**config.mk**
```make
export PLATFORM = sky130hd
export DESIGN_NAME = left_right_load_share_stats
export DESIGN_NICKNAME = d
export VERILOG_FILES = /design/src/lrls_pkg.sv /design/src/lrls_lane.sv /design/src/left_right_load_share_stats.sv
export SDC_FILE = /design/constraint.sdc
export NUM_CORES = 2
export LEC_CHECK = 0
export BUFFER_PORTS_ARGS = -buffer_cell sky130_fd_sc_hd__buf_2
export CAP_MARGIN = 25
export CORE_MARGIN = 1
export CORE_UTILIZATION = 40
export DETAILED_ROUTE_END_ITERATION = 16
export PLACE_DENSITY = 0.57
export SETUP_SLACK_MARGIN = 0.15
export SYNTH_ARGS = -nofsm -noshare
export SYNTH_HDL_FRONTEND = slang
export SYNTH_SLANG_ARGS = --single-unit
```
**constraint.sdc**
```tcl
create_clock -name clk -period 9.5 [get_ports clk]
set_clock_uncertainty 0.2 [all_clocks]
set_input_delay 0.475 -clock clk [delete_from_list [all_inputs] [get_ports clk]]
set_output_delay 0.475 -clock clk [all_outputs]
set_load 0.02 [all_outputs]
```
**src/lrls_pkg.sv**
```systemverilog
// Shared types and constants for the left/right load share statistics block.
// Depends on nothing; used by the lane, the top level and the checker.
package lrls_pkg;

  localparam int SENSOR_W = 12;
  localparam int LEG_W    = SENSOR_W + 2;
  localparam int TOT_W    = SENSOR_W + 3;
  localparam int SHARE_W  = 15;
  localparam int COUNT_W  = 16;
  localparam int SUM_W    = 31;
  localparam int QBITS    = 15;
  localparam int DSH_W    = COUNT_W + QBITS - 1;
  localparam int LIMIT_W  = 9;
  localparam int CFG_W    = 8;

  localparam logic [SHARE_W-1:0] SHARE_FULL = 15'd25600;
  localparam logic [COUNT_W-1:0] COUNT_CAP  = 16'hFFFF;
  localparam logic [7:0]         BAND_HALF  = 8'd5;
  // floor(x / 100) == (x * 5243) >> 19 for every x below 43690.
  localparam logic [12:0]        RECIP_100  = 13'd5243;
  localparam int                 RECIP_SH   = 19;

  typedef enum logic {
    CFG_TARGET = 1'b0,
    CFG_WEIGHT = 1'b1
  } cfg_idx_t;

  typedef enum logic [2:0] {
    S_IDLE,
    S_MUL,
    S_DIV,
    S_UPD,
    S_AVGL,
    S_AVGD,
    S_OUT
  } state_t;

  typedef struct packed {
    logic [SENSOR_W-1:0] left_sensor_a;
    logic [SENSOR_W-1:0] left_sensor_b;
    logic [SENSOR_W-1:0] left_sensor_c;
    logic [SENSOR_W-1:0] left_sensor_d;
    logic [SENSOR_W-1:0] right_sensor_a;
    logic [SENSOR_W-1:0] right_sensor_b;
    logic [SENSOR_W-1:0] right_sensor_c;
    logic [SENSOR_W-1:0] right_sensor_d;
    logic                last_sample;
  } in_t;

  typedef struct packed {
    logic [SHARE_W-1:0] left_mean;
    logic [SHARE_W-1:0] left_min;
    logic [SHARE_W-1:0] left_max;
    logic [COUNT_W-1:0] left_over_count;
    logic [COUNT_W-1:0] left_under_count;
    logic [SHARE_W-1:0] right_mean;
    logic [SHARE_W-1:0] right_min;
    logic [SHARE_W-1:0] right_max;
    logic [COUNT_W-1:0] right_over_count;
    logic [COUNT_W-1:0] right_under_count;
    logic [COUNT_W-1:0] sample_count;
  } out_t;

  typedef struct packed {
    logic               start_share;
    logic               start_avg;
    logic               step;
    logic               update;
    logic               accum;
    logic               clear;
    logic [COUNT_W-1:0] den;
    logic [LIMIT_W-1:0] upper;
    logic [LIMIT_W-1:0] lower;
    logic               under_en;
  } lane_cmd_t;

  typedef struct packed {
    logic [SHARE_W-1:0] quot;
    logic [SHARE_W-1:0] low;
    logic [SHARE_W-1:0] high;
    logic [COUNT_W-1:0] over;
    logic [COUNT_W-1:0] under;
  } lane_stat_t;

endpackage

```
**src/lrls_lane.sv**
```systemverilog
// One leg's lane: a bit-serial divider for the share and the average, and
// the leg's running sum, extremes and excursion counters. Uses lrls_pkg.
module lrls_lane (
  input  logic                            clk,
  input  logic                            rst_n,
  input  logic [lrls_pkg::LEG_W-1:0]      leg,
  input  lrls_pkg::lane_cmd_t             cmd,
  output lrls_pkg::lane_stat_t            stat
);

  logic [lrls_pkg::SUM_W-1:0]   rem_r;
  logic [lrls_pkg::DSH_W-1:0]   dsh_r;
  logic [lrls_pkg::SHARE_W-1:0] q_r;
  logic [lrls_pkg::SUM_W-1:0]   sum_r;
  logic [lrls_pkg::SHARE_W-1:0] low_r;
  logic [lrls_pkg::SHARE_W-1:0] high_r;
  logic [lrls_pkg::COUNT_W-1:0] over_r;
  logic [lrls_pkg::COUNT_W-1:0] under_r;
  logic                         fover_r;
  logic                         funder_r;

  logic [lrls_pkg::LEG_W+lrls_pkg::SHARE_W-1:0] num_share;
  logic                                         ge;
  logic                                         over_c;
  logic                                         under_c;

  assign num_share = (lrls_pkg::LEG_W+lrls_pkg::SHARE_W)'(leg) *
                     (lrls_pkg::LEG_W+lrls_pkg::SHARE_W)'(lrls_pkg::SHARE_FULL);
  assign ge        = rem_r >= lrls_pkg::SUM_W'(dsh_r);
  assign over_c    = 17'(q_r) > {cmd.upper, 8'd0};
  assign under_c   = cmd.under_en && (17'(q_r) < {cmd.lower, 8'd0});

  // Restoring division, one quotient bit per step, MSB first.
  always_ff @(posedge clk) begin
    if (cmd.start_share) begin
      rem_r <= lrls_pkg::SUM_W'(num_share);
      dsh_r <= {cmd.den, (lrls_pkg::QBITS-1)'(0)};
      q_r   <= '0;
    end else if (cmd.start_avg) begin
      rem_r <= sum_r;
      dsh_r <= {cmd.den, (lrls_pkg::QBITS-1)'(0)};
      q_r   <= '0;
    end else if (cmd.step) begin
      if (ge) begin
        rem_r <= rem_r - lrls_pkg::SUM_W'(dsh_r);
      end
      q_r   <= {q_r[lrls_pkg::SHARE_W-2:0], ge};
      dsh_r <= dsh_r >> 1;
    end
  end

  always_ff @(posedge clk) begin
    if (!rst_n || cmd.clear) begin
      sum_r    <= '0;
      low_r    <= lrls_pkg::SHARE_FULL;
      high_r   <= '0;
      over_r   <= '0;
      under_r  <= '0;
      fover_r  <= 1'b0;
      funder_r <= 1'b0;
    end else if (cmd.update) begin
      if (cmd.accum) begin
        sum_r <= sum_r + lrls_pkg::SUM_W'(q_r);
      end
      if (q_r < low_r) begin
        low_r <= q_r;
      end
      if (q_r > high_r) begin
        high_r <= q_r;
      end
      // A count moves only on entry into an excursion.
      if (over_c) begin
        if (!fover_r && over_r != lrls_pkg::COUNT_CAP) begin
          over_r <= over_r + 16'd1;
        end
        fover_r <= 1'b1;
      end else begin
        fover_r <= 1'b0;
      end
      if (under_c) begin
        if (!funder_r && under_r != lrls_pkg::COUNT_CAP) begin
          under_r <= under_r + 16'd1;
        end
        funder_r <= 1'b1;
      end else begin
        funder_r <= 1'b0;
      end
    end
  end

  assign stat.quot  = q_r;
  assign stat.low   = low_r;
  assign stat.high  = high_r;
  assign stat.over  = over_r;
  assign stat.under = under_r;

endmodule

```
**src/left_right_load_share_stats.sv**
```systemverilog
// Top level of the left/right load share statistics block: sequencer,
// band limits, sample count and result register. Uses lrls_pkg, lrls_lane.
//
// Usage:
//   The input channel (in_valid/in_ready/in_data) takes one beat per sample
//   with four left and four right sensor readings and a last-sample mark.
//   Two lanes, one per leg, divide the leg total by the two-leg total with a
//   bit-serial divider and update that leg's statistics. A sample holds
//   the block through S_MUL, S_DIV and S_UPD (only S_MUL if its total is
//   zero); a last sample adds the average divides through the same lanes,
//   after which the result beat appears on out_valid/out_data.
//   The result stays in its output register until out_ready takes it; the
//   block keeps accepting samples meanwhile and only holds a later result
//   until the register is free.
//   cfg_we/cfg_idx/cfg_data write target_percent (index 0) and
//   weight_percent (index 1); write them only while the block is idle.
//   Synchronous active-low reset restores target 50, weight 100 and clears
//   all statistics. Statistics also clear after each result.
module left_right_load_share_stats #(
  parameter int SENSOR_BITS = 12,
  parameter int MAX_SAMPLES = 65535
) (
  input  logic                        clk,
  input  logic                        rst_n,
  input  logic                        in_valid,
  output logic                        in_ready,
  input  lrls_pkg::in_t               in_data,
  output logic                        out_valid,
  input  logic                        out_ready,
  output lrls_pkg::out_t              out_data,
  input  logic                        cfg_we,
  input  logic [0:0]                  cfg_idx,
  input  logic [lrls_pkg::CFG_W-1:0]  cfg_data
);

  localparam int USE_BITS = (SENSOR_BITS < lrls_pkg::SENSOR_W) ? SENSOR_BITS
                                                                : lrls_pkg::SENSOR_W;
  localparam int LIMIT_I  = (MAX_SAMPLES < 65535) ? MAX_SAMPLES : 65535;
  localparam logic [lrls_pkg::COUNT_W-1:0] LIMIT = lrls_pkg::COUNT_W'(LIMIT_I);
  localparam logic [lrls_pkg::SENSOR_W-1:0] SMASK =
    lrls_pkg::SENSOR_W'((33'd1 << USE_BITS) - 33'd1);
  localparam logic [3:0] LAST_STEP = 4'(lrls_pkg::QBITS - 1);

  lrls_pkg::state_t state_r, state_nxt;
  logic [3:0]                    cnt_r, cnt_nxt;
  logic [6:0]                    target_r;
  logic [7:0]                    weight_r;
  logic [lrls_pkg::LEG_W-1:0]    lt_r, rt_r;
  logic [lrls_pkg::TOT_W-1:0]    tot_r;
  logic                          last_r;
  logic [lrls_pkg::COUNT_W-1:0]  samples_r;
  logic [15:0]                   hi_prod_r, lo_prod_r;
  logic                          under_en_r;
  logic [lrls_pkg::LIMIT_W-1:0]  upper_r, lower_r;
  lrls_pkg::out_t                out_r;
  logic                          out_valid_r;

  logic [lrls_pkg::LEG_W-1:0]    lt_c, rt_c;
  logic [7:0]                    tp5, tm5;
  logic [28:0]                   up_m, lo_m;
  lrls_pkg::lane_cmd_t           cmd;
  lrls_pkg::lane_stat_t          lstat, rstat;
  logic                          load_out;

  assign lt_c = lrls_pkg::LEG_W'(in_data.left_sensor_a & SMASK)
              + lrls_pkg::LEG_W'(in_data.left_sensor_b & SMASK)
              + lrls_pkg::LEG_W'(in_data.left_sensor_c & SMASK)
              + lrls_pkg::LEG_W'(in_data.left_sensor_d & SMASK);
  assign rt_c = lrls_pkg::LEG_W'(in_data.right_sensor_a & SMASK)
              + lrls_pkg::LEG_W'(in_data.right_sensor_b & SMASK)
              + lrls_pkg::LEG_W'(in_data.right_sensor_c & SMASK)
              + lrls_pkg::LEG_W'(in_data.right_sensor_d & SMASK);

  // Band limits in whole percent; a target below the half band never undercuts.
  assign tp5  = 8'(target_r) + lrls_pkg::BAND_HALF;
  assign tm5  = 8'(target_r) - lrls_pkg::BAND_HALF;
  assign up_m = 29'(hi_prod_r) * 29'(lrls_pkg::RECIP_100);
  assign lo_m = 29'(lo_prod_r) * 29'(lrls_pkg::RECIP_100);

  always_ff @(posedge clk) begin
    hi_prod_r  <= 16'(tp5) * 16'(weight_r);
    lo_prod_r  <= 16'(tm5) * 16'(weight_r);
    under_en_r <= target_r >= 7'(lrls_pkg::BAND_HALF);
    upper_r    <= up_m[lrls_pkg::RECIP_SH +: lrls_pkg::LIMIT_W];
    lower_r    <= lo_m[lrls_pkg::RECIP_SH +: lrls_pkg::LIMIT_W];
  end

  always_ff @(posedge clk) begin
    if (!rst_n) begin
      target_r <= 7'd50;
      weight_r <= 8'd100;
    end else if (cfg_we) begin
      if (cfg_idx == lrls_pkg::CFG_TARGET) begin
        target_r <= cfg_data[6:0];
      end else begin
        weight_r <= cfg_data;
      end
    end
  end

  always_comb begin
    state_nxt    = state_r;
    cnt_nxt      = cnt_r;
    in_ready     = 1'b0;
    load_out     = 1'b0;
    cmd          = '0;
    cmd.den      = samples_r;
    cmd.upper    = upper_r;
    cmd.lower    = lower_r;
    cmd.under_en = under_en_r;
    cmd.accum    = samples_r < LIMIT;
    case (state_r)
      lrls_pkg::S_IDLE: begin
        in_ready = 1'b1;
        if (in_valid) begin
          state_nxt = lrls_pkg::S_MUL;
        end
      end
      lrls_pkg::S_MUL: begin
        cmd.den = lrls_pkg::COUNT_W'(tot_r);
        cnt_nxt = '0;
        if (tot_r != '0) begin
          cmd.start_share = 1'b1;
          state_nxt       = lrls_pkg::S_DIV;
        end else begin
          state_nxt = last_r ? lrls_pkg::S_AVGL : lrls_pkg::S_IDLE;
        end
      end
      lrls_pkg::S_DIV: begin
        cmd.step = 1'b1;
        cnt_nxt  = cnt_r + 4'd1;
        if (cnt_r == LAST_STEP) begin
          state_nxt = lrls_pkg::S_UPD;
        end
      end
      lrls_pkg::S_UPD: begin
        cmd.update = 1'b1;
        state_nxt  = last_r ? lrls_pkg::S_AVGL : lrls_pkg::S_IDLE;
      end
      lrls_pkg::S_AVGL: begin
        cmd.start_avg = 1'b1;
        cnt_nxt       = '0;
        state_nxt     = lrls_pkg::S_AVGD;
      end
      lrls_pkg::S_AVGD: begin
        cmd.step = 1'b1;
        cnt_nxt  = cnt_r + 4'd1;
        if (cnt_r == LAST_STEP) begin
          state_nxt = lrls_pkg::S_OUT;
        end
      end
      lrls_pkg::S_OUT: begin
        if (!out_valid_r || out_ready) begin
          load_out  = 1'b1;
          cmd.clear = 1'b1;
          state_nxt = lrls_pkg::S_IDLE;
        end
      end
      default: begin
        state_nxt = lrls_pkg::S_IDLE;
      end
    endcase
  end

  always_ff @(posedge clk) begin
    if (!rst_n) begin
      state_r     <= lrls_pkg::S_IDLE;
      cnt_r       <= '0;
      samples_r   <= '0;
      out_valid_r <= 1'b0;
    end else begin
      state_r <= state_nxt;
      cnt_r   <= cnt_nxt;
      if (cmd.clear) begin
        samples_r <= '0;
      end else if (cmd.update && cmd.accum) begin
        samples_r <= samples_r + 16'd1;
      end
      if (load_out) begin
        out_valid_r <= 1'b1;
      end else if (out_ready) begin
        out_valid_r <= 1'b0;
      end
    end
  end

  always_ff @(posedge clk) begin
    if (in_valid && in_ready) begin
      lt_r   <= lt_c;
      rt_r   <= rt_c;
      tot_r  <= lrls_pkg::TOT_W'(lt_c) + lrls_pkg::TOT_W'(rt_c);
      last_r <= in_data.last_sample;
    end
    if (load_out) begin
      out_r.left_mean         <= (samples_r == '0) ? '0 : lstat.quot;
      out_r.left_min          <= lstat.low;
      out_r.left_max          <= lstat.high;
      out_r.left_over_count   <= lstat.over;
      out_r.left_under_count  <= lstat.under;
      out_r.right_mean        <= (samples_r == '0) ? '0 : rstat.quot;
      out_r.right_min         <= rstat.low;
      out_r.right_max         <= rstat.high;
      out_r.right_over_count  <= rstat.over;
      out_r.right_under_count <= rstat.under;
      out_r.sample_count      <= samples_r;
    end
  end

  lrls_lane u_lane_left (
    .clk   (clk),
    .rst_n (rst_n),
    .leg   (lt_r),
    .cmd   (cmd),
    .stat  (lstat)
  );

  lrls_lane u_lane_right (
    .clk   (clk),
    .rst_n (rst_n),
    .leg   (rt_r),
    .cmd   (cmd),
    .stat  (rstat)
  );

  assign out_valid = out_valid_r;
  assign out_data  = out_r;

endmodule

```
==> results by group <==
Outcome
  – Status: finished, final reports clean

CTS
  – Clock slew at reported path FFs: about 0.06 ns
  – CTS tree: yes
  – Clk_lat worst skew: 0.64 ns
  – H-tree depth: 3
  – Total CTS buffers: 75
  – Clock Tree Buf Depth: 3
  – Total clock sinks: 615
  – Root buffer cell: clkbuf_16

Drt
  – Iter 0 DRT Violations: ~1800
  – Post-DRT Antenna Nets: 0
  – Via count: about 33000
  – Vias per cell: 5.005
  – DR WL/cell: 16.70 um
  – DRC viols: 0
  – Initial DRT Pass Iterations: 5
  – Total wire length: between 100000 and 150000 um

Synth
  – Most area-consuming cells after synthesis: edfxtp_1 (18%), ha_1 (16%), dfxtp_1 (15%)
  – FF+latch count, synth: between 600 and 700
  – Top-count cell post-synth: inv_1
  – Netlist cell types: 82
  – Syn avg cell area: 9.657 sq um
  – Leading area contributor after synthesis: edfxtp_1
  – Synthesis Warnings: 0
  – Synth Net Count: between 5000 and 6000
  – Ys async rst share: 0%
  – Post-synth EDFFs: 268
  – Seq/Total Area, Yosys: about 33%
  – Post-synth top cells: inv_1 (716), ha_1 (593), nand2_1 (360)
  – Cell Area, Synth: 0.04542 sq mm
  – Synth top area share: 17.72%
  – Post-synth top flop: dfxtp_1
  – Cells after Synth: 4703

Finish
  – Fraction of layout cells with a size suffix above 1: 9.407%
  – Fillers: 10750
  – Multi-input logic area: 0.02728 sq mm
  – Nets: 5963
  – Layout area overhead: 12.73%
  – Reg area: roughly 0.015 sq mm

Worst hold path
  – HP Start: cfg_idx
  – Worst min path class: input port to flip-flop
  – WHS Path Cells: 4
  – WHS Endpoint: target_r[6]

Setup path
  – Critical Path Slowest Stage Cell: xnor2_1
  – Worst r2r dst: lo_prod_r[15]
  – CP arrival: 6.36 ns
  – Worst Setup Path Type: flip-flop to flip-flop
  – RR Startpoint: target_r[0]
  – Peak per-stage delay on the critical path: 0.64 ns
  – Top delay family on crit path: adder cells
  – Critical Path RT: between 9 and 10 ns
  – Worst path cell trace: inv_1 -> ha_1 -> nor2b_1 -> nor2_1 -> xnor2_1 -> nand2b_1 -> fa_1 -> fa_1 -> inv_1 -> fa_1 -> inv_1 -> fa_1 -> inv_1 -> ha_1 -> a21boi_0 -> o21ai_0 -> nand2b_1 -> a21o_1 -> nand2_1 -> a21oi_1 -> o41ai_1 -> xnor2_1
  – Reg2reg setup slack: 3.47 ns
  – CP endpoint kind: flip-flop
  – Max FO, Critical Path: 12
  – R2R depth: 22
  – Worst Path Buf+Inv: 4
  – CP startpoint kind: flip-flop

Floorplan
  – Die span in y: 339.0 um
  – I/O pin total: 283
  – Floorplan row count: between 100 and 150
  – Initial Util: 40.37%
  – Die width: 339.0 um
  – Core ar.: 0.1125 sq mm
  – Die Area: around 0.11 sq mm

Timing
  – Worst hold slack: 0.06037 ns
  – Hold Fails Final Rpt: 0
  – Slew HR: 32.54%
  – Worst slew pin tran: 1.005 ns
  – Setup TNS: 0 ns
  – Achievable Freq: 165.9 MHz
  – Fin crit share: 63.46%
  – Final Max Tran Viols: 0
  – Final Critical Period: 6.028 ns
  – Finish-stage setup viols: 0
  – RSZ-0062 raised after global routing: false

Global route
  – Global-route wire length before repair: 174900 um
  – GRT Total Usage: 18.92%
  – Vias in the first global route: 32020
  – Total global routing overflow: 0
  – Largest net degree at the start of global routing: 152
  – Initial antenna violation count: 2

Placement
  – Final Wtd Congestion: 0.8513
  – Final HPWL DP: 83410 um
  – Port Buffer Count: 282

Job
  – Max-Cap Viols: 0
==> worst min-delay path: cells and delay by family <==
family                 cells  cell delay, ns
AND/OR/NAND/NOR            2            0.22
buffers and inverters      1            0.10
AO/OA/AOI/OAI              1            0.05
==> layout by cell type (no fill, tap or decap), drive strengths merged, types with 21 or more instances in the layout <==
| cell type | Yosys | layout |
|---|---|---|
| clkbuf | 121 | 93 |
| nor2b | 84 | 84 |
| nor2 | 325 | 325 |
| and3 | 36 | 36 |
| buf | 11 | 309 |
| a21o | 94 | 94 |
| nand2 | 361 | 361 |
| a21oi | 282 | 282 |
| a2111oi | 23 | 23 |
| xor2 | 111 | 111 |
| nand4 | 52 | 52 |
| and2 | 95 | 95 |
| a31oi | 24 | 24 |
| edfxtp | 268 | 268 |
| mux2i | 75 | 75 |
| nand2b | 41 | 41 |
| ha | 593 | 593 |
| nand3 | 98 | 98 |
| nor3 | 57 | 57 |
| o21bai | 26 | 26 |
| o21ai | 141 | 141 |
| fa | 291 | 291 |
| inv | 716 | 720 |
| xnor2 | 161 | 161 |
| o21a | 30 | 30 |
| clkinv | 1 | 28 |
| dfxtp | 347 | 347 |
| or3 | 21 | 21 |
==> state kept, by name, indices dropped and copies added, names as in the netlist, 14 cells and up <==
name and flops:
hi_prod_r 15, lo_prod_r 16, lt_r 14, out_data 170
rt_r 14, samples_r 16, tot_r 15, u_lane_left.high_r 15
u_lane_left.low_r 15, u_lane_left.over_r 16, u_lane_left.q_r 15, u_lane_left.rem_r 31
u_lane_left.sum_r 31, u_lane_left.under_r 16, u_lane_right.dsh_r 30, u_lane_right.high_r 15
u_lane_right.low_r 15, u_lane_right.over_r 16, u_lane_right.q_r 15, u_lane_right.rem_r 31
u_lane_right.sum_r 31, u_lane_right.under_r 16
==> through the flow <==
step	utilization, %	area, sq um	cells	worst slack, ns
floorplan	-	45420	4703	3.015
global placement	43.08	48460	6378	3.649
detailed placement	43.10	48490	6380	3.534
CTS	45.51	51200	6528	3.487
global route	45.51	51200	6528	2.953
finish	45.51	51200	6529	3.472
==> final cells by class <==
type | count | area share (%)
inverters | 717 | 5.257
multi-input cells | 3239 | 53.29
repair buffers | 320 | 3.414
diodes | 1 | 0.004888
flip-flops and latches | 615 | 29.29
clock inverters | 44 | 1.039
clock buffers | 93 | 4.040
well taps | 1500 | 3.666
==> kinds of logic (layout without fill, tap and decap cells) <==
family | Yosys count | count (layout) | synth area share (%)
simple gates | 1228 | 1228 | 12.98
other cells | 0 | 1 | 0
fa+ha+maj | 884 | 884 | 29.16
xor+xnor | 272 | 272 | 5.245
flops | 615 | 615 | 33.01
compound gates | 780 | 780 | 10.92
buf+inv | 849 | 1174 | 7.028
mux | 75 | 75 | 1.653
==> worst max path at each step <==
stage,from,to,slack (ns),cells after the start
3_3_place_gp,target_r[0],lo_prod_r[15],3.65,22
4_1_cts,target_r[0],lo_prod_r[15],3.49,22
6_report,target_r[0],lo_prod_r[15],3.47,22
5_1_grt,target_r[0],lo_prod_r[15],2.95,22
2_1_floorplan,state_r[1],u_lane_right.low_r[0],3.01,8
3_5_place_dp,target_r[0],lo_prod_r[15],3.53,22
==> timing repair <==
action,CTS,global route
setup buffers,0,0
hold endpoints to repair,16,0
gates resized for setup,0,0
hold buffers,11,0
==> metal layers <==
layer / wire length, um / up-vias / global-route usage [%]
met1: 53600 / 15530 / 27.02
met3: 4365 / 138 / 2.372
met5: 0 / - / 0
met2: 48600 / 611 / 30.02
li1: - / 16410 / -
met4: 2476 / 0 / 5.128
Power is not shown: default switching activity piles up to over one toggle a cycle in this logic, so the estimate is an artifact.
